===== src/rtl/ftpd_pkg.sv =====
// ----------------------------------------------------------------------------
// ftpd_pkg
// Shared widths, constants and the CORDIC arctangent table for the frame
// transform point decimator.
// ----------------------------------------------------------------------------
package ftpd_pkg;

  localparam int CordicSteps = 16;
  localparam int MaxSteps    = 24;
  localparam int StepW       = 5;
  localparam int CordicLast  = ((CordicSteps > MaxSteps) ? MaxSteps : CordicSteps) - 1;

  localparam int PosW  = 32;
  localparam int HdgW  = 16;
  localparam int ThrW  = 31;
  localparam int AngW  = 33;
  localparam int CorW  = 34;
  localparam int MulW  = 34;
  localparam int ProdW = 68;
  localparam int AccW  = 68;
  localparam int SqW   = 64;
  localparam int FracShift = 30;

  localparam logic [CorW-1:0] CordicGain = 34'd652032874;
  localparam logic [AccW-1:0] RoundHalf  = 68'd536870912;
  localparam logic [ThrW-1:0] ThrReset   = 31'd3277;

  function automatic logic [31:0] atan_lut(input logic [StepW-1:0] idx);
    logic [31:0] v;
    case (idx)
      5'd0:    v = 32'h20000000;
      5'd1:    v = 32'h12E4051D;
      5'd2:    v = 32'h09FB385B;
      5'd3:    v = 32'h051111D4;
      5'd4:    v = 32'h028B0D43;
      5'd5:    v = 32'h0145D7E1;
      5'd6:    v = 32'h00A2F61E;
      5'd7:    v = 32'h00517C55;
      5'd8:    v = 32'h0028BE53;
      5'd9:    v = 32'h00145F29;
      5'd10:   v = 32'h000A2F98;
      5'd11:   v = 32'h000517CC;
      5'd12:   v = 32'h00028BE6;
      5'd13:   v = 32'h000145F3;
      5'd14:   v = 32'h0000A2F9;
      5'd15:   v = 32'h0000517D;
      5'd16:   v = 32'h000028BE;
      5'd17:   v = 32'h0000145F;
      5'd18:   v = 32'h00000A2F;
      5'd19:   v = 32'h00000518;
      5'd20:   v = 32'h0000028B;
      5'd21:   v = 32'h00000146;
      5'd22:   v = 32'h000000A3;
      5'd23:   v = 32'h00000051;
      default: v = 32'h00000000;
    endcase
    return v;
  endfunction

endpackage


===== src/rtl/ftpd_mul.sv =====
// ----------------------------------------------------------------------------
// ftpd_mul
// Shared signed multiplier with a registered product.
// ----------------------------------------------------------------------------
module ftpd_mul (
  input  logic                               clk_i,
  input  logic signed [ftpd_pkg::MulW-1:0]   a_i,
  input  logic signed [ftpd_pkg::MulW-1:0]   b_i,
  output logic signed [ftpd_pkg::ProdW-1:0]  p_o
);

  logic signed [ftpd_pkg::ProdW-1:0] p_q;

  always_ff @(posedge clk_i) begin
    p_q <= a_i * b_i;
  end

  assign p_o = p_q;

endmodule


===== config.mk =====
export PLATFORM = sky130hd
export DESIGN_NAME = ftpd_mul
export DESIGN_NICKNAME = d
export VERILOG_FILES = /design/src/rtl/ftpd_pkg.sv /design/src/rtl/ftpd_mul.sv
export SDC_FILE = /design/constraint.sdc
export NUM_CORES = 2
export LEC_CHECK = 0
export BUFFER_PORTS_ARGS = -buffer_cell sky130_fd_sc_hd__clkbuf_2
export CAP_MARGIN = 20
export CELL_PAD_IN_SITES_DETAIL_PLACEMENT = 0
export CELL_PAD_IN_SITES_GLOBAL_PLACEMENT = 2
export CORE_MARGIN = 2
export CORE_UTILIZATION = 35
export CTS_CLUSTER_SIZE = 24
export DETAILED_ROUTE_END_ITERATION = 7
export HOLD_SLACK_MARGIN = 0.15
export PLACE_DENSITY_LB_ADDON = 0.15
export SLEW_MARGIN = 5
export SYNTH_ARGS = -nofsm -noshare
export SYNTH_HDL_FRONTEND = slang
export SYNTH_SLANG_ARGS = --single-unit

===== constraint.sdc =====
create_clock -name clk_i -period 26.3 [get_ports clk_i]
set_input_delay 7.89 -clock clk_i [delete_from_list [all_inputs] [get_ports clk_i]]
set_output_delay 7.89 -clock clk_i [all_outputs]
set_load 0.01 [all_outputs]

==> impl_results.md <==
- Share of layout cells above drive strength 1: 0.05606
- Clock transition at the registers of the reported paths: 0.07 ns
- Crit path time final: 16.02 ns
- Final hold viol count: 0
- Async set or reset register ratio after synthesis: 0
- Full die area: 125,800 um^2
- Seq cells post-synth: 68
- Post-Place Cells: 6,158
- Endpoint type of the worst setup path: flip-flop
- CP max-delay cell: a211oi_2
- 1st-iter DRT viols: 1,502
- Post-Layout Cell Count: 6,175
- CP required: 26.66 ns
- GP Congestion: 0.7987
- Initial Utilization: 0.3530
- Layout overhead on the synthesized area: 6.182%
- Commonest non-fill, non-tap cell in the layout: fa_1
- DR vias/cell: 4.716
- Slew @ Worst Pin: 1.167 ns
- CP Launch Type: primary input
- Final ANT Viol Nets: 0
- Fin area: 45,690 um^2
- Number of global-route vias before repair: 33,010
- Nets: 6,058
- Crit path DAT: 16.38 ns
- Met1 Use GR: 0.3208
- Main flop type after synthesis: dfxtp_1
- DR vias: 29,120
- Clock buffer depth: 2
- Final Max Slew Viols: 0
- DRC: 0
- Netlist Area Pre-Place: 43,030 um^2
- Routed wire length: 136,500 um
- Routed WL per cell: 22.11 um
- Sequential area share after synthesis: 0.03164
- Cell taking the most area after synthesis: fa_1
- GR Layer Usage met3: 0.02067
- H-tree Lvls: 3
- Library cells used by synthesis: 69
- Post-synth EDFFs: 0
- Setup_tns: 0 ns
- CTS Buf Count: 9
- Post-Syn Nets: 6,068
- Fmax: 0.06242 GHz
- Crit-path most repeated cell: fa_1
- Synth warn: 0
- Setup violators final: 0
- Max reg flops: 68
- First-pass GRT wire length: 214,200 um
- Maxcap violations: 0
- Setup slack after layout: 10.28 ns
- Commonest cells after routing, fill and taps aside: 1,241 x fa_1, 1,231 x inv_1, 621 x and2_1
- PortBufs: 136
- Yosys top cell area share: 0.5774
- Die Ht: 354.6 um
- Pin count of the biggest net entering global routing: 35
- Post-CTS Resized: 0
- Clock sinks: 68
- Worst-path maximum fanout: 34
- Fin crit share: 0.6091
- Met2 Track Usage GR: 0.3895
- Area after DPL: 45,370 um^2
- Worst min path class: primary input to flip-flop
- Die X: 354.6 um
- DRT Pass-1 Iters: 5
- Number of I/O pins: 137
- Core area: 121,900 um^2
- Worst slew margin: 0.2219
- CTS Hold Bufs: 0
- Clock root buffer: clkbuf_16
- Synth Instances: 4,554
- Global Route Usage Sum: 0.2297
- Status: completed
- Layout fillers: 12,540
- Most used routing layer: met2
- Worst slack, placed: 9.907 ns
- RSZ-0062 raised after global routing: false
- Cell Rows: 128
- Mean Syn Cell Area: 9.448 um^2
- Final HPWL DP: 103,800 um
- CTS tree: built
- Top cells by area, synth: fa_1 58%, inv_1 11%, and2_1 9.0%
- Initial antenna violation count: 17
- Crit Path Class: primary input to flip-flop
- Post-CTS setup buffer count: 0
- Crit path largest cell delay: 0.83 ns
- Grt ovf: 0
==> metal layers <==
metal	vias up	wire length, um
met2	524	67530
met1	15720	62030
met4	10	2532
met5	-	52
met3	107	4404
li1	12760	-
==> synthesized netlist by cell type, types with 5 or more instances <==
cell,instances
fa_1,1241
inv_1,1231
and2_1,621
nand2_1,542
clkbuf_1,214
ha_1,204
dfxtp_1,68
a21oi_1,61
xnor2_1,56
nor2_1,54
a21o_1,37
o21ai_0,31
xor2_1,23
nand2b_1,20
o21bai_1,12
nand3_1,11
nand4_1,11
nor2b_1,9
a31oi_1,7
o21ai_1,7
a211oi_1,6
and3_1,5
nor3_1,5
==> stage by stage <==
step / util / hold slack (ns)
finish: 0.3749 / 8.041
global route: 0.3748 / 8.065
CTS: 0.3748 / 8.023
detailed placement: 0.3723 / 8.278
global placement: 0.3723 / 8.277
floorplan: - / 8.017
==> critical path: cells and delay by family <==
family / cells / cell delay [ns]
adders and majority gates: 9 / 4.32
AOI/OAI and AO/OA: 8 / 2.46
buffers and inverters: 6 / 1.07
and+or+nand+nor: 2 / 0.45
xor gates and xnor gates: 1 / 0.14
==> cell type report <==
class | instances | area (um^2) | share of cell area
inverter | 1232 | 4624 | 0.1012
tap | 1625 | 2033 | 0.04450
timing repair buffer | 207 | 1214 | 0.02656
multi-input combinational | 3026 | 36140 | 0.7910
sequential | 68 | 1361 | 0.02980
antenna | 1 | 2.502 | 0.00005477
clock inverter | 5 | 58.81 | 0.001287
clock buffer | 11 | 252.7 | 0.005532
==> worst paths after layout <==
| check | start | end | slack [ns] | cells after the start |
|---|---|---|---|---|
| worst max-delay path | a_i[10] | p_o[67]$_DFF_P_ | 10.28 | 26 |
| worst min-delay path | b_i[0] | p_o[0]$_DFF_P_ | 8.04 | 3 |
==> kinds of logic after synthesis <==
| family | share of synthesized area |
|---|---|
| adders and majority gates | 0.6367 |
| AOI/OAI and AO/OA | 0.03347 |
| xor gates and xnor gates | 0.01608 |
| and+or+nand+nor | 0.1537 |
| buffers and inverters | 0.1284 |
| DFF | 0.03164 |
Power is left out: the tool's default activity adds up to more than one toggle a clock period on the data nets, which glitch-free logic cannot reach.
