File: src/rtl/ftpd_pkg.sv
// ----------------------------------------------------------------------------
// ftpd_pkg
// Shared widths, constants and the CORDIC arctangent table for the frame
// transform point decimator.
// ----------------------------------------------------------------------------
package ftpd_pkg;

  localparam int CordicSteps = 16;
  localparam int MaxSteps    = 24;
  localparam int StepW       = 5;
  localparam int CordicLast  = ((CordicSteps > MaxSteps) ? MaxSteps : CordicSteps) - 1;

  localparam int PosW  = 32;
  localparam int HdgW  = 16;
  localparam int ThrW  = 31;
  localparam int AngW  = 33;
  localparam int CorW  = 34;
  localparam int MulW  = 34;
  localparam int ProdW = 68;
  localparam int AccW  = 68;
  localparam int SqW   = 64;
  localparam int FracShift = 30;

  localparam logic [CorW-1:0] CordicGain = 34'd652032874;
  localparam logic [AccW-1:0] RoundHalf  = 68'd536870912;
  localparam logic [ThrW-1:0] ThrReset   = 31'd3277;

  function automatic logic [31:0] atan_lut(input logic [StepW-1:0] idx);
    logic [31:0] v;
    case (idx)
      5'd0:    v = 32'h20000000;
      5'd1:    v = 32'h12E4051D;
      5'd2:    v = 32'h09FB385B;
      5'd3:    v = 32'h051111D4;
      5'd4:    v = 32'h028B0D43;
      5'd5:    v = 32'h0145D7E1;
      5'd6:    v = 32'h00A2F61E;
      5'd7:    v = 32'h00517C55;
      5'd8:    v = 32'h0028BE53;
      5'd9:    v = 32'h00145F29;
      5'd10:   v = 32'h000A2F98;
      5'd11:   v = 32'h000517CC;
      5'd12:   v = 32'h00028BE6;
      5'd13:   v = 32'h000145F3;
      5'd14:   v = 32'h0000A2F9;
      5'd15:   v = 32'h0000517D;
      5'd16:   v = 32'h000028BE;
      5'd17:   v = 32'h0000145F;
      5'd18:   v = 32'h00000A2F;
      5'd19:   v = 32'h00000518;
      5'd20:   v = 32'h0000028B;
      5'd21:   v = 32'h00000146;
      5'd22:   v = 32'h000000A3;
      5'd23:   v = 32'h00000051;
      default: v = 32'h00000000;
    endcase
    return v;
  endfunction

endpackage

File: src/rtl/ftpd_cordic.sv
// ----------------------------------------------------------------------------
// ftpd_cordic
// Rotation-mode CORDIC, one micro-rotation per cycle, giving cos and sin of
// a 16-bit binary angle in Q2.30.
// ----------------------------------------------------------------------------
module ftpd_cordic (
  input  logic                                clk_i,
  input  logic                                rst_ni,
  input  logic                                start_i,
  input  logic [ftpd_pkg::HdgW-1:0]           heading_i,
  output logic                                done_o,
  output logic signed [ftpd_pkg::CorW-1:0]    cos_o,
  output logic signed [ftpd_pkg::CorW-1:0]    sin_o
);

  typedef enum logic [1:0] {C_IDLE, C_RUN, C_DONE} cstate_e;

  cstate_e                              state_q;
  logic signed [ftpd_pkg::CorW-1:0]     x_q, y_q;
  logic signed [ftpd_pkg::AngW-1:0]     z_q;
  logic [ftpd_pkg::StepW-1:0]           step_q;
  logic                                 flip_q;

  logic signed [ftpd_pkg::CorW-1:0]     xs, ys;
  logic signed [ftpd_pkg::AngW-1:0]     atan_s;
  logic [31:0]                          ang;
  logic                                 flip;

  assign ang    = {heading_i, 16'h0000};
  assign flip   = ang[31] ^ ang[30];
  assign xs     = x_q >>> step_q;
  assign ys     = y_q >>> step_q;
  assign atan_s = $signed({1'b0, ftpd_pkg::atan_lut(step_q)});

  always_ff @(posedge clk_i or negedge rst_ni) begin
    if (!rst_ni) begin
      state_q <= C_IDLE;
      step_q  <= '0;
      flip_q  <= 1'b0;
    end else begin
      case (state_q)
        C_IDLE: begin
          if (start_i) begin
            x_q     <= ftpd_pkg::CordicGain;
            y_q     <= '0;
            z_q     <= $signed({ang[31] ^ flip, ang[31] ^ flip, ang[30:0]});
            flip_q  <= flip;
            step_q  <= '0;
            state_q <= C_RUN;
          end
        end
        C_RUN: begin
          if (!z_q[ftpd_pkg::AngW-1]) begin
            x_q <= x_q - ys;
            y_q <= y_q + xs;
            z_q <= z_q - atan_s;
          end else begin
            x_q <= x_q + ys;
            y_q <= y_q - xs;
            z_q <= z_q + atan_s;
          end
          step_q <= step_q + 1'b1;
          if (step_q == ftpd_pkg::StepW'(ftpd_pkg::CordicLast)) begin
            state_q <= C_DONE;
          end
        end
        C_DONE:  state_q <= C_IDLE;
        default: state_q <= C_IDLE;
      endcase
    end
  end

  assign done_o = (state_q == C_DONE);
  assign cos_o  = flip_q ? -x_q : x_q;
  assign sin_o  = flip_q ? -y_q : y_q;

endmodule

File: config.mk
export PLATFORM = sky130hd
export DESIGN_NAME = ftpd_cordic
export DESIGN_NICKNAME = d
export VERILOG_FILES = /design/src/rtl/ftpd_pkg.sv /design/src/rtl/ftpd_cordic.sv
export SDC_FILE = /design/constraint.sdc
export NUM_CORES = 1
export LEC_CHECK = 0
export ABC_AREA = 0
export ABC_CLOCK_PERIOD_IN_PS = 8500
export BUFFER_PORTS_ARGS = -buffer_cell sky130_fd_sc_hd__buf_4
export CORE_MARGIN = 2
export CORE_UTILIZATION = 50
export CTS_CLUSTER_DIAMETER = 30
export DETAILED_ROUTE_END_ITERATION = 16
export PLACE_DENSITY = 0.63
export SLEW_MARGIN = 20
export SYNTH_ARGS = -nofsm -noshare
export SYNTH_HDL_FRONTEND = slang
export SYNTH_SLANG_ARGS = --single-unit
File: constraint.sdc
create_clock -name clk_i -period 8.5 [get_ports clk_i]
set_clock_uncertainty 0.1 [all_clocks]
set_input_delay 0.425 -clock clk_i [delete_from_list [all_inputs] [get_ports clk_i]]
set_output_delay 0.425 -clock clk_i [all_outputs]
set_load 0.05 [all_outputs]
==> key figures <==
Die
  • Number of cell rows: roughly 70
  • Die area: ~37000 µm²
  • Core ar.: roughly 35000 µm²
  • Die H: between 150 and 200 µm
  • Initial core utilization: between 50% and 60%
  • I/O Pins: 88
  • Die W: between 150 and 200 µm

Placement
  • DP Area: 18600 µm²
  • Port Buffers: 87
  • Cells after DPL: 2530
  • Pre-CTS setup slack: roughly 1.1 ns
  • Dpl hpwl: between 40 and 50 mm
  • Gpl congestion: just over 1

Clock tree
  • PostCTS Resize Cnt: 0
  • CTS Root Cell: clkbuf_16
  • TritonCTS Buffers: 9
  • Clock slew at reported path FFs: around 0.080 ns
  • Clock Sinks: 109
  • Worst-Skew Late Latency: ~0.4 ns
  • CTS max path bufs: 2
  • H-tree level count: 3
  • CTS tree: done

Routing
  • Avg WL per Cell: 24.5 µm
  • DR DRC count: 0
  • Routed Antenna Nets: 0
  • Total wire length: 62.5 mm
  • Via count: about 17000
  • Starting DRT DRC Count: 1960
  • Drt first pass iters: 6
  • DR vias/cell: approximately 6.8

Synthesis
  • #FFs+latches synth: approximately 110
  • YS warnings: 0
  • Post-synthesis cell type count: between 90 and 100
  • Synthesized Nets: around 2300
  • Async SR Flop Fraction: 7.34%
  • Mapped Cells: around 2100
  • Synth top area cells: edfxtp_1 (17%), mux4_2 (9.5%), ha_1 (7.9%)
  • Post-synthesis sequential area ratio: between 15 and 20%
  • Post-Syn Area: roughly 18000 µm²
  • Top_reg_cell synth: edfxtp_1
  • Leading area contributor after synthesis: edfxtp_1
  • Syn Area/Cell: 8.40 µm²
  • Synth top area share: about 17%
  • Number of flops mapped to enable cells by yosys: between 100 and 150

Timing
  • Minimum clock period: ~7.7 ns
  • Fin crit share: 90.8%
  • RSZ-0062 raised after global routing: false
  • Fmax: around 130 MHz
  • Max-Slew Margin vs Limit: 32.4%
  • Final hold violations: 0
  • Final Slew Violations: 0
  • Worst-Margin Slew: 1.01 ns
  • Final worst slack: between 0.7 and 0.8 ns
  • Setup TNS: 0 ns
  • Final setup violating endpoints: 0

Cells and area
  • Layout cells sized above 1: 14.2%
  • Commonest cells after routing, fill and taps aside: nor2_1 (196), nand2_1 (188), a21oi_1 (149)
  • Filler cells: ~3300
  • Area grow syn2layout: 5.94%
  • Layout Cells excl Fill: 2548
  • Design Area, Final: about 19000 µm²
  • Commonest non-fill, non-tap cell in the layout: nor2_1
  • Final net count: ~2200

Setup path
  • CP bufs+invs: 3
  • Crit path largest cell delay: about 0.85 ns
  • CP cell instances: buf_12 -> inv_1 -> ha_1 -> nand2_1 -> a31oi_1 -> a21oi_1 -> nand4b_1 -> nor4_1 -> and4_1 -> nor2_1 -> buf_4 -> xor2_1 -> ha_1 -> nand2_1 -> a2111oi_0 -> nor3_1 -> nor3_1 -> o21ai_0 -> o31a_1 -> a21oi_1 -> xnor2_1 -> o21ai_0
  • Slowest cell on crit path: dfrtp_4
  • Worst R2R Setup Slack: slightly below 0.8 ns
  • WP data arrival: 7.73 ns
  • WS Path Type: flop to flop
  • CP Max Fanout: 72
  • Critical Path Source Type: flop
  • Cell family with most CP delay: compound AO/OA/AOI/OAI gates
  • CP Capture Type: flop
  • CP required: roughly 8.5 ns

GRT
  • Largest net degree at the start of global routing: 87
  • Antenna violations before repair: 0
  • Overall routing resource usage: approximately 34%
  • Global route overflow: 0
  • Vias in the first global route: 16090
  • First-pass GRT wire length: between 90 and 100 mm

Run status
  • Run status: finished clean

Min path
  • Hold Path Class: primary input to flop

Job
  • Max cap viols: 0
## worst min-delay path, delay by kind of cell
family	cells	cell delay [ns]
buf+inv	1	0.07
simple gates	2	0.09
## registers in the layout (all words and copies together) (netlist names)
signal   count
flip_q       1
z_q         33
y_q         34
x_q         34
state_q      2
step_q       5
## per-layer routing
metal  global-route usage (%)  part of all wire (%)  vias to the layer above  wire length (µm)
li1                         -                     -                     7901                 -
met3                     5.02                   8.7                      137              5460
met4                     13.2                   3.5                        0              2170
met5                        0                     0                        -                 0
met2                     51.7                    45                      937             27800
met1                     47.1                    43                     8340             27000
## repair_timing
| item | in CTS | in global routing |
|---|---|---|
| setup buffers | 0 | 0 |
| hold buffers | 1 | 0 |
| endpoints found under the hold margin | 8 | 0 |
## final timing paths
check,end,cells past startpoint,start
max,z_q[32]$_DFFE_PP_,22,step_q[0]$_DFFE_PN0P_
min,z_q[29]$_DFFE_PP_,3,heading_i[13]
max reg2reg,z_q[32]$_DFFE_PP_,22,step_q[0]$_DFFE_PN0P_
min reg2reg,flip_q$_DFFE_PN0P_,2,flip_q$_DFFE_PN0P_
max in group asynchronous,step_q[0]$_DFFE_PN0P_,2,rst_ni
min in group asynchronous,state_q[0]$_DFFE_PN0P_,2,rst_ni
## cell usage after synthesis (all sizes together), types with 20 or more instances
cell type / n
a211oi: 29
a21o: 48
a21oi: 150
a31oi: 30
and2: 21
buf: 69
clkbuf: 101
edfxtp: 101
ha: 113
inv: 47
mux2: 44
mux2i: 63
mux4: 75
nand2: 188
nand2b: 30
nand3: 28
nor2: 197
nor3: 41
o21a: 21
o21ai: 117
o22ai: 21
o31ai: 28
or3: 20
xnor2: 148
xor2: 83
## cell families (layout without fill, tap and decap cells)
kind of cell             count (synthesis)  after routing  share of synthesized area (%)
AO/OA/AOI/OAI                          613            613                           23.2
XOR/XNOR                               231            231                           11.4
adder cells (fa/ha/maj)                116            116                           8.28
buffers and inverters                  219            184                           5.30
flip-flops                             109            109                           18.2
multiplexers                           182            182                           15.8
other                                    0              1                              0
AND/OR/NAND/NOR                        651            651                           17.9
## stage by stage
step / hold WS [ns] / utilization (%)
after global routing: 0.207 / 53.4
after CTS: 0.182 / 53.4
after detailed placement: 0.187 / 52.6
final: 0.191 / 53.4
after floorplan: 0.0294 / -
after global placement: 0.187 / 52.6
## cell type report
| class | count | area, µm² | share of cell area [%] |
|---|---|---|---|
| multi-input cells | 1793 | 13700 | 72.4 |
| flip-flops and latches | 109 | 3250 | 17.2 |
| repair buffers | 120 | 928 | 4.92 |
| well taps | 461 | 577 | 3.06 |
| clock buffers | 11 | 243 | 1.29 |
| inverters | 48 | 180 | 0.955 |
| clock inverters | 5 | 33.8 | 0.179 |
| diodes | 1 | 2.50 | 0.0133 |
Power is not shown: default switching activity piles up to over one toggle a cycle in this logic, so the estimate is an artifact.
